[src/sv/prt_pkg.sv]
`timescale 1ns / 1ps
package prt_pkg;

  localparam logic CMD_ADD   = 1'b0;
  localparam logic CMD_REPLY = 1'b1;

  typedef enum logic [1:0] {
    KIND_ADD   = 2'd0,
    KIND_REL   = 2'd1,
    KIND_REPLY = 2'd2,
    KIND_FULL  = 2'd3
  } kind_t;

  localparam logic signed [31:0] NO_CLOCK = -32'sd1;

endpackage

[src/sv/prt_in_if.sv]
`timescale 1ns / 1ps
interface prt_in_if;
  logic        valid;
  logic        ready;
  logic        cmd;
  logic [7:0]  tbl_id;
  logic [19:0] row_id;
  logic [30:0] clock_req;
  logic [7:0]  thread_id;

  modport source (output valid, cmd, tbl_id, row_id, clock_req, thread_id, input ready);
  modport sink (input valid, cmd, tbl_id, row_id, clock_req, thread_id, output ready);
endinterface

[src/sv/prt_out_if.sv]
`timescale 1ns / 1ps
interface prt_out_if;
  logic               valid;
  logic               ready;
  logic [1:0]         result_kind;
  logic [7:0]         released_thread;
  logic               send_now;
  logic signed [31:0] req_clock;
  logic               last;

  modport source (output valid, result_kind, released_thread, send_now, req_clock,
                  last, input ready);
  modport sink (input valid, result_kind, released_thread, send_now, req_clock,
                last, output ready);
endinterface

[src/sv/pending_row_request_table.sv]
`timescale 1ns / 1ps
// one item at a time; a sweep reads the entry memory slot by slot, ST_RD then ST_EX per slot (N slots)
// add: count sweep, shift sweep, then insert; full table: count sweep only, then a full result
// reply releasing R entries: count sweep, one search per released thread, then an update sweep
// the entry memory has one write port and a registered read port
// rst_n is synchronous: clears the valid bits, the sequencer and the output valid flag; the
// entry memory and the other registers are not cleared
module pending_row_request_table #(
  parameter int TABLE_DEPTH = 32
) (
  input logic       clk,
  input logic       rst_n,
  prt_in_if.sink    in_ch,
  prt_out_if.source out_ch
);

  localparam int IW = $clog2(TABLE_DEPTH);
  localparam int CW = $clog2(TABLE_DEPTH + 1);

  typedef struct packed {
    logic [7:0]    tab;
    logic [19:0]   row;
    logic [30:0]   clock;
    logic [7:0]    thread;
    logic          sent;
    logic [IW-1:0] order;
  } entry_t;

  typedef enum logic [1:0] {ST_IDLE, ST_RD, ST_EX, ST_WNEW} state_t;
  typedef enum logic [1:0] {PH_COUNT, PH_SHIFT, PH_FIND, PH_UPDATE} phase_t;

  entry_t mem [TABLE_DEPTH];
  entry_t rd_q;

  state_t st_r, st_nxt;
  phase_t ph_r, ph_nxt;
  logic [TABLE_DEPTH-1:0] valid_r, valid_nxt;
  logic cmd_r, cmd_nxt;
  logic [7:0] tab_r, tab_nxt;
  logic [19:0] row_r, row_nxt;
  logic [30:0] clk_r, clk_nxt;
  logic [7:0] thr_r, thr_nxt;
  logic [IW-1:0] idx_r, idx_nxt;
  logic [IW-1:0] free_r, free_nxt;
  logic found_r, found_nxt;
  logic [CW-1:0] cnt_r, cnt_nxt;
  logic [CW-1:0] k_r, k_nxt;
  logic signed [31:0] nclk_r, nclk_nxt;

  logic out_valid_r, out_valid_nxt;
  logic [1:0] out_kind_r, out_kind_nxt;
  logic [7:0] out_thr_r, out_thr_nxt;
  logic out_send_r, out_send_nxt;
  logic signed [31:0] out_clk_r, out_clk_nxt;
  logic out_last_r, out_last_nxt;

  logic mem_we;
  logic [IW-1:0] mem_wa;
  entry_t mem_wd;

  logic hit, le, last_idx, out_free, found_c;
  logic [CW-1:0] cnt_c;
  logic [IW-1:0] free_c, idx_inc, new_order;

  assign in_ch.ready = (st_r == ST_IDLE);
  assign out_ch.valid = out_valid_r;
  assign out_ch.result_kind = out_kind_r;
  assign out_ch.released_thread = out_thr_r;
  assign out_ch.send_now = out_send_r;
  assign out_ch.req_clock = out_clk_r;
  assign out_ch.last = out_last_r;

  always_comb begin
    hit = valid_r[idx_r] && (rd_q.tab == tab_r) && (rd_q.row == row_r);
    le = (rd_q.clock <= clk_r);
    last_idx = (idx_r == IW'(TABLE_DEPTH - 1));
    idx_inc = last_idx ? '0 : idx_r + 1'b1;
    out_free = !out_valid_r || out_ch.ready;
    cnt_c = cnt_r + CW'(hit && le);
    found_c = found_r;
    free_c = free_r;
    if (cmd_r == prt_pkg::CMD_ADD && !valid_r[idx_r] && !found_r) begin
      found_c = 1'b1;
      free_c = idx_r;
    end
    new_order = rd_q.order - cnt_r[IW-1:0];

    st_nxt = st_r;
    ph_nxt = ph_r;
    valid_nxt = valid_r;
    cmd_nxt = cmd_r;
    tab_nxt = tab_r;
    row_nxt = row_r;
    clk_nxt = clk_r;
    thr_nxt = thr_r;
    idx_nxt = idx_r;
    free_nxt = free_r;
    found_nxt = found_r;
    cnt_nxt = cnt_r;
    k_nxt = k_r;
    nclk_nxt = nclk_r;
    out_valid_nxt = out_valid_r;
    out_kind_nxt = out_kind_r;
    out_thr_nxt = out_thr_r;
    out_send_nxt = out_send_r;
    out_clk_nxt = out_clk_r;
    out_last_nxt = out_last_r;
    mem_we = 1'b0;
    mem_wa = idx_r;
    mem_wd = rd_q;

    if (out_valid_r && out_ch.ready) out_valid_nxt = 1'b0;

    case (st_r)
      ST_IDLE: begin
        if (in_ch.valid) begin
          cmd_nxt = in_ch.cmd;
          tab_nxt = in_ch.tbl_id;
          row_nxt = in_ch.row_id;
          clk_nxt = in_ch.clock_req;
          thr_nxt = in_ch.thread_id;
          idx_nxt = '0;
          cnt_nxt = '0;
          found_nxt = 1'b0;
          ph_nxt = PH_COUNT;
          st_nxt = ST_RD;
        end
      end
      ST_RD: st_nxt = ST_EX;
      ST_EX: begin
        case (ph_r)
          PH_COUNT: begin
            if (!(last_idx && cmd_r == prt_pkg::CMD_ADD && !found_c && !out_free)) begin
              cnt_nxt = cnt_c;
              found_nxt = found_c;
              free_nxt = free_c;
              idx_nxt = idx_inc;
              st_nxt = ST_RD;
              if (last_idx) begin
                if (cmd_r == prt_pkg::CMD_ADD) begin
                  if (!found_c) begin
                    // no free slot: drop the add
                    out_valid_nxt = 1'b1;
                    out_kind_nxt = prt_pkg::KIND_FULL;
                    out_thr_nxt = '0;
                    out_send_nxt = 1'b0;
                    out_clk_nxt = '0;
                    out_last_nxt = 1'b1;
                    st_nxt = ST_IDLE;
                  end else begin
                    ph_nxt = PH_SHIFT;
                  end
                end else begin
                  k_nxt = '0;
                  nclk_nxt = prt_pkg::NO_CLOCK;
                  ph_nxt = (cnt_c == '0) ? PH_UPDATE : PH_FIND;
                end
              end
            end
          end
          PH_SHIFT: begin
            if (hit && CW'(rd_q.order) >= cnt_r) begin
              mem_we = 1'b1;
              mem_wd.order = rd_q.order + 1'b1;
            end
            idx_nxt = idx_inc;
            st_nxt = last_idx ? ST_WNEW : ST_RD;
          end
          PH_FIND: begin
            if (hit && CW'(rd_q.order) == k_r) begin
              if (out_free) begin
                out_valid_nxt = 1'b1;
                out_kind_nxt = prt_pkg::KIND_REL;
                out_thr_nxt = rd_q.thread;
                out_send_nxt = 1'b0;
                out_clk_nxt = '0;
                out_last_nxt = 1'b0;
                k_nxt = k_r + 1'b1;
                idx_nxt = '0;
                if (k_r + 1'b1 == cnt_r) ph_nxt = PH_UPDATE;
                st_nxt = ST_RD;
              end
            end else begin
              idx_nxt = idx_inc;
              st_nxt = ST_RD;
            end
          end
          PH_UPDATE: begin
            // writes here are idempotent, so a stall on the last slot may repeat them
            if (hit) begin
              if (CW'(rd_q.order) < cnt_r) begin
                valid_nxt[idx_r] = 1'b0;
              end else begin
                mem_we = 1'b1;
                mem_wd.order = new_order;
                if (new_order == '0 && !rd_q.sent) begin
                  mem_wd.sent = 1'b1;
                  nclk_nxt = {1'b0, rd_q.clock};
                end
              end
            end
            if (!last_idx) begin
              idx_nxt = idx_inc;
              st_nxt = ST_RD;
            end else if (out_free) begin
              out_valid_nxt = 1'b1;
              out_kind_nxt = prt_pkg::KIND_REPLY;
              out_thr_nxt = '0;
              out_send_nxt = 1'b0;
              out_clk_nxt = nclk_nxt;
              out_last_nxt = 1'b1;
              st_nxt = ST_IDLE;
            end
          end
          default: st_nxt = ST_IDLE;
        endcase
      end
      ST_WNEW: begin
        if (out_free) begin
          mem_we = 1'b1;
          mem_wa = free_r;
          mem_wd.tab = tab_r;
          mem_wd.row = row_r;
          mem_wd.clock = clk_r;
          mem_wd.thread = thr_r;
          mem_wd.sent = (cnt_r == '0);
          mem_wd.order = cnt_r[IW-1:0];
          valid_nxt[free_r] = 1'b1;
          out_valid_nxt = 1'b1;
          out_kind_nxt = prt_pkg::KIND_ADD;
          out_thr_nxt = '0;
          out_send_nxt = (cnt_r == '0);
          out_clk_nxt = '0;
          out_last_nxt = 1'b1;
          st_nxt = ST_IDLE;
        end
      end
      default: st_nxt = ST_IDLE;
    endcase
  end

  always_ff @(posedge clk) begin
    if (mem_we) mem[mem_wa] <= mem_wd;
    if (st_r == ST_RD) rd_q <= mem[idx_r];
  end

  always_ff @(posedge clk) begin
    if (!rst_n) begin
      st_r <= ST_IDLE;
      ph_r <= PH_COUNT;
      valid_r <= '0;
      out_valid_r <= 1'b0;
    end else begin
      st_r <= st_nxt;
      ph_r <= ph_nxt;
      valid_r <= valid_nxt;
      out_valid_r <= out_valid_nxt;
    end
    cmd_r <= cmd_nxt;
    tab_r <= tab_nxt;
    row_r <= row_nxt;
    clk_r <= clk_nxt;
    thr_r <= thr_nxt;
    idx_r <= idx_nxt;
    free_r <= free_nxt;
    found_r <= found_nxt;
    cnt_r <= cnt_nxt;
    k_r <= k_nxt;
    nclk_r <= nclk_nxt;
    out_kind_r <= out_kind_nxt;
    out_thr_r <= out_thr_nxt;
    out_send_r <= out_send_nxt;
    out_clk_r <= out_clk_nxt;
    out_last_r <= out_last_nxt;
  end

endmodule

[src/flat_wrapper.sv]
// flat-port wrapper written by rule: the top's interface ports become plain ports
module pending_row_request_table_flat 
#(
  parameter int TABLE_DEPTH = 32
)
  (clk, rst_n, in_ch_valid, in_ch_cmd, in_ch_tbl_id, in_ch_row_id, in_ch_clock_req, in_ch_thread_id, in_ch_ready, out_ch_valid, out_ch_result_kind, out_ch_released_thread, out_ch_send_now, out_ch_req_clock, out_ch_last, out_ch_ready);
  prt_in_if in_ch_i ();
  prt_out_if out_ch_i ();
  input logic clk;
  input logic rst_n;
  input wire logic [$bits(in_ch_i.valid)-1:0] in_ch_valid;
  input wire logic [$bits(in_ch_i.cmd)-1:0] in_ch_cmd;
  input wire logic [$bits(in_ch_i.tbl_id)-1:0] in_ch_tbl_id;
  input wire logic [$bits(in_ch_i.row_id)-1:0] in_ch_row_id;
  input wire logic [$bits(in_ch_i.clock_req)-1:0] in_ch_clock_req;
  input wire logic [$bits(in_ch_i.thread_id)-1:0] in_ch_thread_id;
  output wire logic [$bits(in_ch_i.ready)-1:0] in_ch_ready;
  output wire logic [$bits(out_ch_i.valid)-1:0] out_ch_valid;
  output wire logic [$bits(out_ch_i.result_kind)-1:0] out_ch_result_kind;
  output wire logic [$bits(out_ch_i.released_thread)-1:0] out_ch_released_thread;
  output wire logic [$bits(out_ch_i.send_now)-1:0] out_ch_send_now;
  output wire logic [$bits(out_ch_i.req_clock)-1:0] out_ch_req_clock;
  output wire logic [$bits(out_ch_i.last)-1:0] out_ch_last;
  input wire logic [$bits(out_ch_i.ready)-1:0] out_ch_ready;
  assign in_ch_i.valid = in_ch_valid;
  assign in_ch_i.cmd = in_ch_cmd;
  assign in_ch_i.tbl_id = in_ch_tbl_id;
  assign in_ch_i.row_id = in_ch_row_id;
  assign in_ch_i.clock_req = in_ch_clock_req;
  assign in_ch_i.thread_id = in_ch_thread_id;
  assign in_ch_ready = in_ch_i.ready;
  assign out_ch_valid = out_ch_i.valid;
  assign out_ch_result_kind = out_ch_i.result_kind;
  assign out_ch_released_thread = out_ch_i.released_thread;
  assign out_ch_send_now = out_ch_i.send_now;
  assign out_ch_req_clock = out_ch_i.req_clock;
  assign out_ch_last = out_ch_i.last;
  assign out_ch_i.ready = out_ch_ready;
  pending_row_request_table #(.TABLE_DEPTH(TABLE_DEPTH)) u_core (.clk(clk), .rst_n(rst_n), .in_ch(in_ch_i), .out_ch(out_ch_i));
endmodule
[config.mk]
export PLATFORM = sky130hd
export DESIGN_NAME = pending_row_request_table_flat
export DESIGN_NICKNAME = d
export VERILOG_FILES = /design/src/sv/prt_pkg.sv /design/src/sv/prt_in_if.sv /design/src/sv/prt_out_if.sv /design/src/sv/pending_row_request_table.sv /design/src/flat_wrapper.sv
export SDC_FILE = /design/constraint.sdc
export NUM_CORES = 2
export LEC_CHECK = 0
export ABC_AREA = 0
export BUFFER_PORTS_ARGS = -buffer_cell sky130_fd_sc_hd__buf_2
export CAP_MARGIN = 20
export CORE_MARGIN = 3
export CORE_UTILIZATION = 60
export CTS_BUF_LIST = sky130_fd_sc_hd__clkbuf_4 sky130_fd_sc_hd__clkbuf_8
export CTS_CLUSTER_SIZE = 12
export DETAILED_ROUTE_END_ITERATION = 7
export GPL_TIMING_DRIVEN = 0
export PLACE_DENSITY_LB_ADDON = 0.3
export SLEW_MARGIN = 20
export SYNTH_ARGS = -nofsm -noshare
export SYNTH_HDL_FRONTEND = slang
export SYNTH_SLANG_ARGS = --single-unit
export TNS_END_PERCENT = 1
[constraint.sdc]
create_clock -name clk -period 13.79 [get_ports clk]
set_input_delay 1.379 -clock clk [delete_from_list [all_inputs] [get_ports clk]]
set_output_delay 1.379 -clock clk [all_outputs]
set_load 0.01 [all_outputs]
==> summary.md <==
| Metric | Value |
|---|---|
| Status | finished, final reports clean |
| Total die area | 174000 sq um |
| Reg2reg path depth | 13 |
| Max H-tree Level | 5 |
| CP Launch Type | flip-flop |
| Setup TNS | 0 ns |
| Pre-antenna DRT Iters | 8 |
| Via count | 55500 |
| Syn Inst Count | 4821 |
| GRT Util Overall | 33.7% |
| PwrDens | 140 nW/um^2 |
| Asr flop ratio synth | 0% |
| R2R Path End | u_core.mem[31][58] |
| Sink Count | 2613 |
| Final Max Slew Viols | 0 |
| Final Wtd Congestion | 0.917 |
| Met1 WL | 101000 microns |
| Routed Antenna Nets | 0 |
| Max Buffers Root-to-Sink | 4 |
| Worst hold path class | in -> reg |
| Cts hold-fix bufs | 0 |
| Final Hold Violating Endpoints | 0 |
| Uppermost routed layer | met5 |
| Crit path max fanout | 17 |
| I/O pins | 118 |
| Maximum VDD drop | 0.000122 V |
| Die Span Y | 417 microns |
| Register-to-Register Setup Slack | 7.61 ns |
| Finished Core Util | 70.0% |
| Nets | 5741 |
| IO Port Bufs | 116 |
| Setup bufs post-CTS | 0 |
| Total wire length | 289000 microns |
| Initial Utilization | 60.4% |
| Resize count post-CTS | 0 |
| Clock Latency Late Sink | 1.14 ns |
| Leak | 37.8 nW |
| Worst r2r src | u_core.idx_r[0] |
| Vias in the first global route | 55000 |
| Cell Area, Synth | 101000 sq um |
| Mapped Avg Cell Area | 21.0 sq um |
| Fraction of layout cells with a size suffix above 1 | 31.1% |
| Final instance area | 117000 sq um |
| Register bit total from synthesis | 2613 |
| Worst slew pin tran | 1.27 ns |
| Largest net degree at the start of global routing | 37 |
| Top FF cell, synth | edfxtp_1 |
| Via-per-instance ratio | 6.82 |
| Sequential area share after synthesis | 77.2% |
| Clock Skew | 0.123 ns |
| Crit. End Element | flip-flop |
| Syn Nets | 4939 |
| Unique cell type count in the Yosys netlist | 69 |
| Yosys warnings | 0 |
| CP startpoint | u_core.idx_r[0] |
| Dpl hpwl | 195000 microns |
| Met2 WL | 132000 microns |
| CTS tree | built |
| Met3 WL post-DR | 41200 microns |
| Root Buffer | clkbuf_8 |
| Initial antenna violation count | 13 |
| RSZ-0062 raised after global routing | false |
| Max_cap viols | 0 |
| Relative slew margins | 15.2% |
| Max Freq | 162 MHz |
| Tmin final | 6.18 ns |
| CTS Buf Count | 413 |
| Core area | 167000 sq um |
| CP Class | reg -> reg |
| First-pass GRT wire length | 406000 microns |
| Die extent in x | 417 microns |
| GRT Residual Overflow | 0 |
| Final Cycle Share | 44.8% |
| CP endpoint | u_core.mem[31][58] |
| Row count | 150 |
| WP data arrival | 6.90 ns |
| Clk slew on worst S/H paths | 0.07 ns |
| Drt initial violations | 9690 |
| DR DRC count | 0 |
| CP required | 14.51 ns |
| Area added between synthesis and finish | 15.8% |
| Wire length per cell | 35.5 microns |
| Cell Area, Placed | 109000 sq um |
| Final setup viols | 0 |
| EDFF count, synth | 2576 |
synthesized netlist by cell type (10+ instances only):
library cell | number | area [sq um]
o21ai_0 | 84 | 420
xor2_1 | 21 | 184
o21ai_1 | 31 | 155
nand4_1 | 71 | 444
buf_1 | 32 | 120
mux2i_1 | 37 | 370
xnor2_1 | 28 | 245
clkbuf_1 | 170 | 638
nand3_1 | 23 | 115
a22oi_1 | 167 | 1250
ha_1 | 45 | 563
nor3_1 | 17 | 85.1
buf_2 | 58 | 290
inv_1 | 48 | 180
nor2b_1 | 13 | 81.3
a31oi_1 | 33 | 206
a21o_1 | 10 | 75.1
nand2b_1 | 10 | 62.6
a32oi_1 | 23 | 201
a21oi_1 | 21 | 105
nor2_1 | 104 | 390
edfxtp_1 | 2576 | 77400
nand2_1 | 390 | 1460
dfxtp_1 | 37 | 741
mux2_2 | 20 | 225
nor4_1 | 11 | 68.8
mux4_2 | 627 | 14100
routing by layer:
layer  vias up  GRT usage, %
met5         -             0
met4        10          15.3
met3       700          10.8
met2      4612          50.3
met1     28500          46.4
li1      21700             -
critical path: stages, from the launching register on:
cell      delay, ns
edfxtp_1       0.63
buf_2          0.34
clkbuf_1       0.42
buf_2          0.56
clkbuf_1       0.87
buf_2          0.57
nand2_1        0.18
o21ai_0        0.30
nand2_1        0.40
nor2_4         0.61
buf_16         0.23
buf_16         0.19
buf_12         0.22
buf_12         0.22
registers in the layout, summed over array words and instances (netlist names), 5 cells and up:
register                       count
u_core.nclk_r                     32
u_core.tab_r                       8
u_core.out_ch.released_thread      8
u_core.rd_q                       73
u_core.valid_r                    32
u_core.clk_r                      31
u_core.row_r                      20
u_core.free_r                      5
u_core.idx_r                       5
u_core.cnt_r                       6
u_core.k_r                         6
u_core.thr_r                       8
u_core.out_ch.req_clock           32
u_core.mem                      2336
per-stage QoR:
stage / total power, mW / hold slack, ns / std cells / setup slack (ns)
2_1_floorplan: 9.74 / 0.451 / 4821 / 5.52
3_3_place_gp: 10.2 / 0.510 / 7141 / -4.01
3_5_place_dp: 10.2 / 0.516 / 7410 / 7.23
4_1_cts: 16.4 / 0.360 / 8124 / 7.13
5_1_grt: 16.8 / 0.400 / 8129 / 7.53
6_report: 16.4 / 0.452 / 8136 / 7.61
power by group:
group	switching [mW]	total [mW]	internal, mW
clock network	2.95	6.29	3.34
registers	0.0480	8.92	8.87
logic	0.750	1.16	0.411
total	3.75	16.4	12.6
layout by cell type (no fill, tap or decap), drive strengths merged, types with 5 or more instances in the layout:
cell / netlist / routed
edfxtp: 2576 / 2576
clkbuf: 170 / 732
mux4: 627 / 627
buf: 98 / 482
nand2: 391 / 391
a22oi: 167 / 167
clkinv: 0 / 141
o21ai: 115 / 115
nor2: 104 / 104
nand4: 71 / 71
inv: 49 / 52
ha: 45 / 45
mux2i: 37 / 37
dfxtp: 37 / 37
a31oi: 33 / 33
xnor2: 28 / 28
nand3: 23 / 23
a32oi: 23 / 23
mux2: 22 / 22
a21oi: 22 / 22
xor2: 21 / 21
nor3: 18 / 18
nor2b: 13 / 13
nor4: 13 / 13
diode: 0 / 10
a21o: 10 / 10
nand2b: 10 / 10
and2: 8 / 8
a22o: 8 / 8
bufinv: 0 / 8
o22ai: 7 / 7
and3: 6 / 6
or3: 6 / 6
nor3b: 6 / 6
o21a: 5 / 5
o221a: 5 / 5
worst min path at each step:
stage	slack (ns)	endpoint	cells after the start	from
6_report	0.45	u_core.tab_r[6]	1	in_ch_tbl_id[6]
5_1_grt	0.40	u_core.clk_r[19]	1	in_ch_clock_req[19]
4_1_cts	0.36	u_core.clk_r[26]	1	in_ch_clock_req[26]
3_5_place_dp	0.52	u_core.valid_r[7]	1	u_core.valid_r[7]
3_3_place_gp	0.51	u_core.valid_r[5]	1	u_core.valid_r[5]
2_1_floorplan	0.45	u_core.free_r[4]	0	u_core.idx_r[4]
kinds of logic (layout without fill, tap and decap cells):
family                   after synthesis  after routing  synth area share (%)
adder cells (fa/ha/maj)               46             46                 0.577
AO/OA/AOI/OAI                        428            428                  2.88
buffers and inverters                317           1418                  1.30
XOR/XNOR                              50             50                 0.447
flip-flops                          2613           2613                  77.2
multiplexers                         686            686                  14.6
AND/OR/NAND/NOR                      681            681                  2.99
other                                  0             10                     0
final cells by class:
| cell class | count | area [sq um] |
|---|---|---|
| repair buffers | 387 | 4960 |
| clock inverters | 155 | 881 |
| plain buffers | 268 | 1170 |
| inverters | 49 | 189 |
| well taps | 2204 | 2760 |
| fillers | 9913 | 50300 |
| flip-flops and latches | 2613 | 78100 |
| diodes | 10 | 25.0 |
| clock buffers | 559 | 6840 |
| multi-input cells | 1891 | 22200 |
Power figures use the tool's default switching activity.
